[config.mk]
export PLATFORM = sky130hd
export DESIGN_NAME = sample_loop_address_gen
export DESIGN_NICKNAME = d
export VERILOG_FILES = /design/src/rtl/slag_pkg.sv /design/src/rtl/sample_loop_address_gen.sv
export VERILOG_INCLUDE_DIRS = /design/src /design/src/rtl
export SDC_FILE = /design/constraint.sdc
export NUM_CORES = 1
export LEC_CHECK = 0
export BUFFER_PORTS_ARGS = -buffer_cell sky130_fd_sc_hd__clkbuf_2
export CORE_AREA = 3 3 220 222
export DETAILED_ROUTE_END_ITERATION = 7
export DIE_AREA = 0 0 223 225
export MAX_ROUTING_LAYER = met4
export SLEW_MARGIN = 20
export SYNTH_ARGS = -nofsm -noshare
export SYNTH_HDL_FRONTEND = slang
export SYNTH_SLANG_ARGS = --single-unit
[constraint.sdc]
create_clock -name clock -period 7.8 [get_ports clock]
set_clock_uncertainty 0.2 [all_clocks]
set_input_delay 1.56 -clock clock [delete_from_list [all_inputs] [get_ports clock]]
set_output_delay 1.56 -clock clock [all_outputs]
set_load 0.005 [all_outputs]
[src/rtl/sample_loop_address_gen_macros.svh]
// assertion macros for the sample loop address generator
// used by sample_loop_address_gen.sv, no other dependencies
`ifndef SAMPLE_LOOP_ADDRESS_GEN_MACROS_SVH
`define SAMPLE_LOOP_ADDRESS_GEN_MACROS_SVH

// consequent checked in the same cycle
`define SLAG_ASSERT_NOW(label, clk, rst, ante, cons, msg) \
   label: assert property (@(posedge clk) disable iff (rst) (ante) |-> (cons)) else $error(msg);

// consequent checked in the next cycle
`define SLAG_ASSERT_NEXT(label, clk, rst, ante, cons, msg) \
   label: assert property (@(posedge clk) disable iff (rst) (ante) |=> (cons)) else $error(msg);

`endif

[src/rtl/slag_pkg.sv]
// shared constants for the sample loop address generator
// no dependencies
package slag_pkg;

   localparam int ADDR_BITS_DEFAULT  = 24;
   localparam int COUNT_BITS_DEFAULT = 16;
   localparam int CSR_INDEX_BITS     = 3;
   localparam int CHANNEL_BITS       = 4;
   localparam int MODE_BITS          = 2;

   localparam logic [CSR_INDEX_BITS-1:0] CSR_LOOP_MODE     = 3'd0;
   localparam logic [CSR_INDEX_BITS-1:0] CSR_LOOP_START    = 3'd1;
   localparam logic [CSR_INDEX_BITS-1:0] CSR_LOOP_END      = 3'd2;
   localparam logic [CSR_INDEX_BITS-1:0] CSR_CHANNEL_COUNT = 3'd3;
   localparam logic [CSR_INDEX_BITS-1:0] CSR_WAVE_SIZE     = 3'd4;

   localparam logic [MODE_BITS-1:0] LOOP_NONE     = 2'd0;
   localparam logic [MODE_BITS-1:0] LOOP_JUMP     = 2'd1;
   localparam logic [MODE_BITS-1:0] LOOP_PINGPONG = 2'd2;

   localparam logic OP_START = 1'b0;
   localparam logic OP_STEP  = 1'b1;

   localparam logic [CHANNEL_BITS-1:0] CHANNEL_COUNT_RESET = 4'd1;

endpackage

[src/rtl/sample_loop_address_gen.sv]
// sample loop address generator: one sample address per step transaction while samples are left
// latency: a result is registered and offered the cycle after its step is accepted
// throughput: one transaction per cycle unless req_stall is high, i.e. a result is held by rsp_stall
// start transactions load the playback state and give no result
// reset (synchronous, active high) clears the playback state and output valid,
// and returns the loop registers to their reset values
// depends on slag_pkg and sample_loop_address_gen_macros.svh
`include "sample_loop_address_gen_macros.svh"

module sample_loop_address_gen #(
   parameter int ADDR_BITS  = slag_pkg::ADDR_BITS_DEFAULT,
   parameter int COUNT_BITS = slag_pkg::COUNT_BITS_DEFAULT
) (
   input  logic                                clock,
   input  logic                                reset,
   input  logic                                csr_wr_en,
   input  logic [slag_pkg::CSR_INDEX_BITS-1:0] csr_index,
   input  logic [ADDR_BITS:0]                  csr_data,
   input  logic                                req_valid,
   output logic                                req_stall,
   input  logic                                req_operation,
   input  logic signed [ADDR_BITS:0]           req_start_position,
   input  logic                                req_backward,
   input  logic [COUNT_BITS-1:0]               req_passes,
   input  logic [COUNT_BITS-1:0]               req_run_length,
   output logic                                rsp_valid,
   input  logic                                rsp_stall,
   output logic signed [ADDR_BITS:0]           rsp_sample_address,
   output logic                                rsp_in_range,
   output logic                                rsp_last
);
   import slag_pkg::*;

   localparam int POS_BITS = ADDR_BITS + 1;
   localparam int CMP_BITS = ADDR_BITS + 2;
   localparam logic [POS_BITS-1:0]   POS_ONE = POS_BITS'(1);
   localparam logic [CMP_BITS-1:0]   CMP_ONE = CMP_BITS'(1);
   localparam logic [COUNT_BITS-1:0] CNT_ONE = COUNT_BITS'(1);

   // loop registers
   logic [MODE_BITS-1:0]    loop_mode_ff;
   logic [ADDR_BITS-1:0]    loop_start_ff;
   logic [ADDR_BITS-1:0]    loop_end_ff;
   logic [CHANNEL_BITS-1:0] channel_count_ff;
   logic [POS_BITS-1:0]     wave_size_ff;

   // playback state
   logic [POS_BITS-1:0]   position_ff, position_in;
   logic                  moving_down_ff, moving_down_in;
   logic [COUNT_BITS-1:0] passes_left_ff, passes_left_in;
   logic [COUNT_BITS-1:0] samples_left_ff, samples_left_in;

   // result register
   logic                rsp_valid_ff, rsp_valid_in;
   logic [POS_BITS-1:0] rsp_address_ff;
   logic                rsp_in_range_ff;
   logic                rsp_last_ff;

   logic                  req_accept;
   logic                  emit;
   logic [POS_BITS-1:0]   step_pos;
   logic [CMP_BITS-1:0]   step_ext, first_ext, last_ext, chan_ext;
   logic                  hit_low, hit_high, hit_jump;
   logic [POS_BITS-1:0]   adv_pos;
   logic                  adv_down;
   logic [COUNT_BITS-1:0] adv_passes;

   always_ff @(posedge clock) begin
      if (reset) begin
         loop_mode_ff     <= LOOP_NONE;
         loop_start_ff    <= '0;
         loop_end_ff      <= '0;
         channel_count_ff <= CHANNEL_COUNT_RESET;
         wave_size_ff     <= '0;
      end else if (csr_wr_en) begin
         case (csr_index)
            CSR_LOOP_MODE:     loop_mode_ff     <= csr_data[MODE_BITS-1:0];
            CSR_LOOP_START:    loop_start_ff    <= csr_data[ADDR_BITS-1:0];
            CSR_LOOP_END:      loop_end_ff      <= csr_data[ADDR_BITS-1:0];
            CSR_CHANNEL_COUNT: channel_count_ff <= csr_data[CHANNEL_BITS-1:0];
            CSR_WAVE_SIZE:     wave_size_ff     <= csr_data;
            default: begin
            end
         endcase
      end
   end

   assign req_stall  = rsp_valid_ff & rsp_stall;
   assign req_accept = req_valid & ~req_stall;
   assign emit       = req_accept && (req_operation == OP_STEP) && (samples_left_ff != '0);

   // edge compares at full precision
   assign step_pos  = moving_down_ff ? position_ff - POS_ONE : position_ff + POS_ONE;
   assign step_ext  = {step_pos[POS_BITS-1], step_pos};
   assign first_ext = {2'b00, loop_start_ff};
   assign last_ext  = {2'b00, loop_end_ff};
   assign chan_ext  = CMP_BITS'(channel_count_ff);
   assign hit_low   = step_ext == first_ext - CMP_ONE;
   assign hit_high  = step_ext == last_ext + CMP_ONE;
   assign hit_jump  = step_ext == last_ext + chan_ext;

   always_comb begin
      adv_pos    = step_pos;
      adv_down   = moving_down_ff;
      adv_passes = passes_left_ff;
      if (passes_left_ff != '0) begin
         case (loop_mode_ff)
            LOOP_PINGPONG: begin
               if (moving_down_ff && hit_low) begin
                  adv_passes = passes_left_ff - CNT_ONE;
                  adv_down   = 1'b0;
                  adv_pos    = {1'b0, loop_start_ff} + POS_ONE;
               end else if (!moving_down_ff && hit_high) begin
                  adv_passes = passes_left_ff - CNT_ONE;
                  adv_down   = 1'b1;
                  adv_pos    = {1'b0, loop_end_ff} - POS_ONE;
               end
            end
            LOOP_JUMP: begin
               if (hit_jump) begin
                  adv_passes = passes_left_ff - CNT_ONE;
                  adv_pos    = {1'b0, loop_start_ff};
               end
            end
            default: begin
            end
         endcase
      end
   end

   always_comb begin
      position_in     = position_ff;
      moving_down_in  = moving_down_ff;
      passes_left_in  = passes_left_ff;
      samples_left_in = samples_left_ff;
      if (req_accept && (req_operation == OP_START)) begin
         position_in     = req_start_position;
         moving_down_in  = req_backward;
         passes_left_in  = req_passes;
         samples_left_in = req_run_length;
      end else if (emit) begin
         position_in     = adv_pos;
         moving_down_in  = adv_down;
         passes_left_in  = adv_passes;
         samples_left_in = samples_left_ff - CNT_ONE;
      end
   end

   always_comb begin
      rsp_valid_in = rsp_valid_ff;
      if (emit) begin
         rsp_valid_in = 1'b1;
      end else if (!rsp_stall) begin
         rsp_valid_in = 1'b0;
      end
   end

   always_ff @(posedge clock) begin
      if (reset) begin
         position_ff     <= '0;
         moving_down_ff  <= 1'b0;
         passes_left_ff  <= '0;
         samples_left_ff <= '0;
         rsp_valid_ff    <= 1'b0;
      end else begin
         position_ff     <= position_in;
         moving_down_ff  <= moving_down_in;
         passes_left_ff  <= passes_left_in;
         samples_left_ff <= samples_left_in;
         rsp_valid_ff    <= rsp_valid_in;
      end
   end

   always_ff @(posedge clock) begin
      if (emit) begin
         rsp_address_ff  <= position_ff;
         rsp_in_range_ff <= ~position_ff[POS_BITS-1] && (position_ff < wave_size_ff);
         rsp_last_ff     <= samples_left_ff == CNT_ONE;
      end
   end

   assign rsp_valid          = rsp_valid_ff;
   assign rsp_sample_address = rsp_address_ff;
   assign rsp_in_range       = rsp_in_range_ff;
   assign rsp_last           = rsp_last_ff;

   `SLAG_ASSERT_NEXT(a_step_gives_result, clock, reset, !reset && emit, rsp_valid_ff, "step with samples left gave no result")
   `SLAG_ASSERT_NEXT(a_empty_step_holds, clock, reset, !reset && req_accept && (req_operation == OP_STEP) && (samples_left_ff == '0), $stable(position_ff) && $stable(samples_left_ff), "step with no samples left changed the state")
   `SLAG_ASSERT_NEXT(a_passes_count_down, clock, reset, !reset && !(req_accept && (req_operation == OP_START)), (passes_left_ff == $past(passes_left_ff)) || (passes_left_ff == $past(passes_left_ff) - CNT_ONE), "passes left moved by more than one")

endmodule

==> flow_summary.ini <==
[run_status]
outcome = finished, final reports clean

[yosys]
synthDistinctLibCells = 103
synthArstFlopShare_pct = 0
commonest_cells_in_the_netlist = nand2_1, a21oi_1, dfxtp_1
synth_edf_count = 27
ys_dominant_reg_cell = dfxtp_1
synthesis.area_per_instance_um2 = 7.65
synthDominantCellAreaShare_pct = 19.8
synth.net_count = 1975
post_synth_main_area_contributors = dfxtp_1, xnor2_1, nand2_1
synth_largest_area_cell = dfxtp_1
ys_warn_count = 0
synth-seq-cells = 165
synth_most_common_cell = nand2_1
synth_sequential_area_ratio_pct = 25.7
post_synth_instance_area_um2 = 13900
synth_cells = 1821

[power_and_ir_drop]
pwr_density_cell_nw_per_um2 = 180
total_power_uw = 2800
p_leak_uw = 0.00584
ir_drop_mv = 0.159

[floorplanning]
die-width_um = 223
initial_core_util_pct = 29.9
rows = 79
design.die.area_um2 = 50200
core_area_um2 = 46600
dieHeight_um = 225
design.portCount = 121

[critical_path]
r2r_setup_slack_ns = 1.09
arrival_ns = 6.86
critPathKind = reg2reg
critical_path_cell_list = buf_4 -> inv_1 -> fa_1 -> nand3b_1 -> nor4_1 -> a211oi_1 -> a211oi_1 -> nor2_1 -> a311oi_1 -> nand4_1 -> nor4bb_1 -> a41oi_1 -> a311oi_4 -> a211oi_1 -> nor4_2
worst_setup_sp_type = register
cp_top_family = compound AO/OA/AOI/OAI gates
worst_path_max_delay_cell = a311oi_4
timing.critical_path.mode_cell = a211oi_1
critPathMaxFanout = 22
critical_path.n_buffers_inverters = 2
worstPathRequired_ns = 7.95
endpoint_kind = register
critPathMaxStageDelay_ns = 0.97
worstReg2RegStart = moving_down_ff
timing.critical_path.from = moving_down_ff

[sta]
min_period_ns = 6.71
timing.fmax_mhz = 149
fin_tns_setup_ns = 0
least_margin_pin_slew_ns = 1.05
timing.max_slew.rel_slack_pct = 29.8
setup_repair_after_global_routing_missed_its_margin = false
post_route_fraction_of_the_period_consumed_by_the_critical_path_pct = 86.0
final_hold_violations = 0
report.final.slew_viol_count = 0
setup_violations = 0

[clocking]
tritoncts = built
cts_buffers = 17
htree_num_levels = 4
clock_sinks = 165
worst_skew_pair.late_latency_ns = 0.45
cts.clk_slew.worst_paths_ns = 0.06
post_cts.resized_instances = 0
cts.path.max_buffers = 2
ctsHoldBuffers = 0
cts_root_buffer = clkbuf_16
cts.repair_timing.setup_buffer_count = 0

[detailed_routing]
drt_first_pass_iters = 5
route.final.wire_length_mm = 58.8
detail_route.vias_per_cell = 5.84
via_count_of_the_routed_design = 14453
route.detailed.drc = 0
postRouteAntennaNets = 0
detailedRoute.firstIterationViolations = 1896
route.detailed.wl_per_inst_um = 23.7

[global_routing]
global_route_wire_length_before_repair_mm = 86.9
grt_max_degree = 93
grt_overflow = 0
number_of_antenna_violations_at_the_first_check_in_global_routing = 0
first_global_vias = 13723
groute.usage.overall_pct = 23.4

[run]
cap_viol_max_count = 0

[cells_and_area]
syn_to_final_growth_pct = 11.6
share_of_layout_cells_above_drive_strength_1_pct = 13.3
fill_cells = 4967
layout.nets = 2008
final_core_utilization_pct = 33.4

[hold_path]
holdCritStartpoint = wave_size_ff[17]
min_path_type = reg2reg

[place]
hpwlAfterDp_mm = 46.0
finalWeightedCongestion = 1.01
buffer_ports.inserted = 120
==> kinds of logic after synthesis <==
family	after synthesis	share of synthesized area, %
fa+ha+maj	62	5.68
buf+inv	193	5.82
simple gates	752	27.1
compound gates	463	22.8
xor+xnor	165	11.3
mux	21	1.55
flops	165	25.7
==> per-layer routing <==
layer / GRT usage, % / part of all wire [%]
met5: - / 0
met4: 9.06 / 4.2
met1: 29.5 / 42
met3: 3.89 / 7.9
met2: 37.5 / 46
==> layout make-up <==
class                   instances  area [µm²]  area share (%)
diodes                          2        5.00          0.0322
clock buffers                  20         489            3.15
clock inverters                12         125           0.805
inverters                      61         229            1.47
multi-input cells            1463        9560            61.5
flip-flops and latches        165        3570            23.0
well taps                     607         759            4.89
repair buffers                146         798            5.14
==> metrics by stage <==
stage / instances / setup WS, ns / hold WS, ns / cell area (µm²)
2_1_floorplan: 1821 / 2.81 / 0.231 / 13900
3_3_place_gp: 2442 / 1.34 / 0.243 / 14900
3_5_place_dp: 2442 / 1.28 / 0.247 / 14900
4_1_cts: 2474 / 1.27 / 0.256 / 15500
5_1_grt: 2474 / 0.757 / 0.279 / 15500
6_report: 2476 / 1.09 / 0.256 / 15500
==> cells in the final DEF, fill, tap and decap left out, drive strengths merged, types with 60 or more instances in the layout <==
| cell | count |
|---|---|
| inv | 69 |
| nand2 | 265 |
| o21ai | 71 |
| ha | 60 |
| nor2 | 131 |
| a21oi | 149 |
| dfxtp | 138 |
| nand3 | 61 |
| nor3 | 64 |
| clkbuf | 139 |
| xnor2 | 118 |
==> report_power, final <==
group	total, µW	switching, µW	internal [µW]
clock network	904	406	498
registers	984	71.6	912
logic	916	569	347
==> registers in the layout, indices dropped and copies added (netlist names) <==
register            flops
rsp_valid               1
samples_left_ff        16
rsp_last                1
loop_mode_ff            2
channel_count_ff        4
rsp_sample_address     25
rsp_in_range            1
loop_end_ff            24
moving_down_ff          1
passes_left_ff         16
wave_size_ff           25
position_ff            25
loop_start_ff          24
==> final timing paths <==
check,to,depth (start not counted)
setup reg to reg,passes_left_ff[6],15
hold / removal,wave_size_ff[17],2
hold reg to reg,wave_size_ff[17],2
setup / recovery,passes_left_ff[6],15
==> worst min-delay path: stages (launching register included) <==
cell and delay (ns):
dfxtp_1 0.31, nand2_1 0.05, a21oi_1 0.05
No activity file was read; power rests on OpenSTA's default activity.
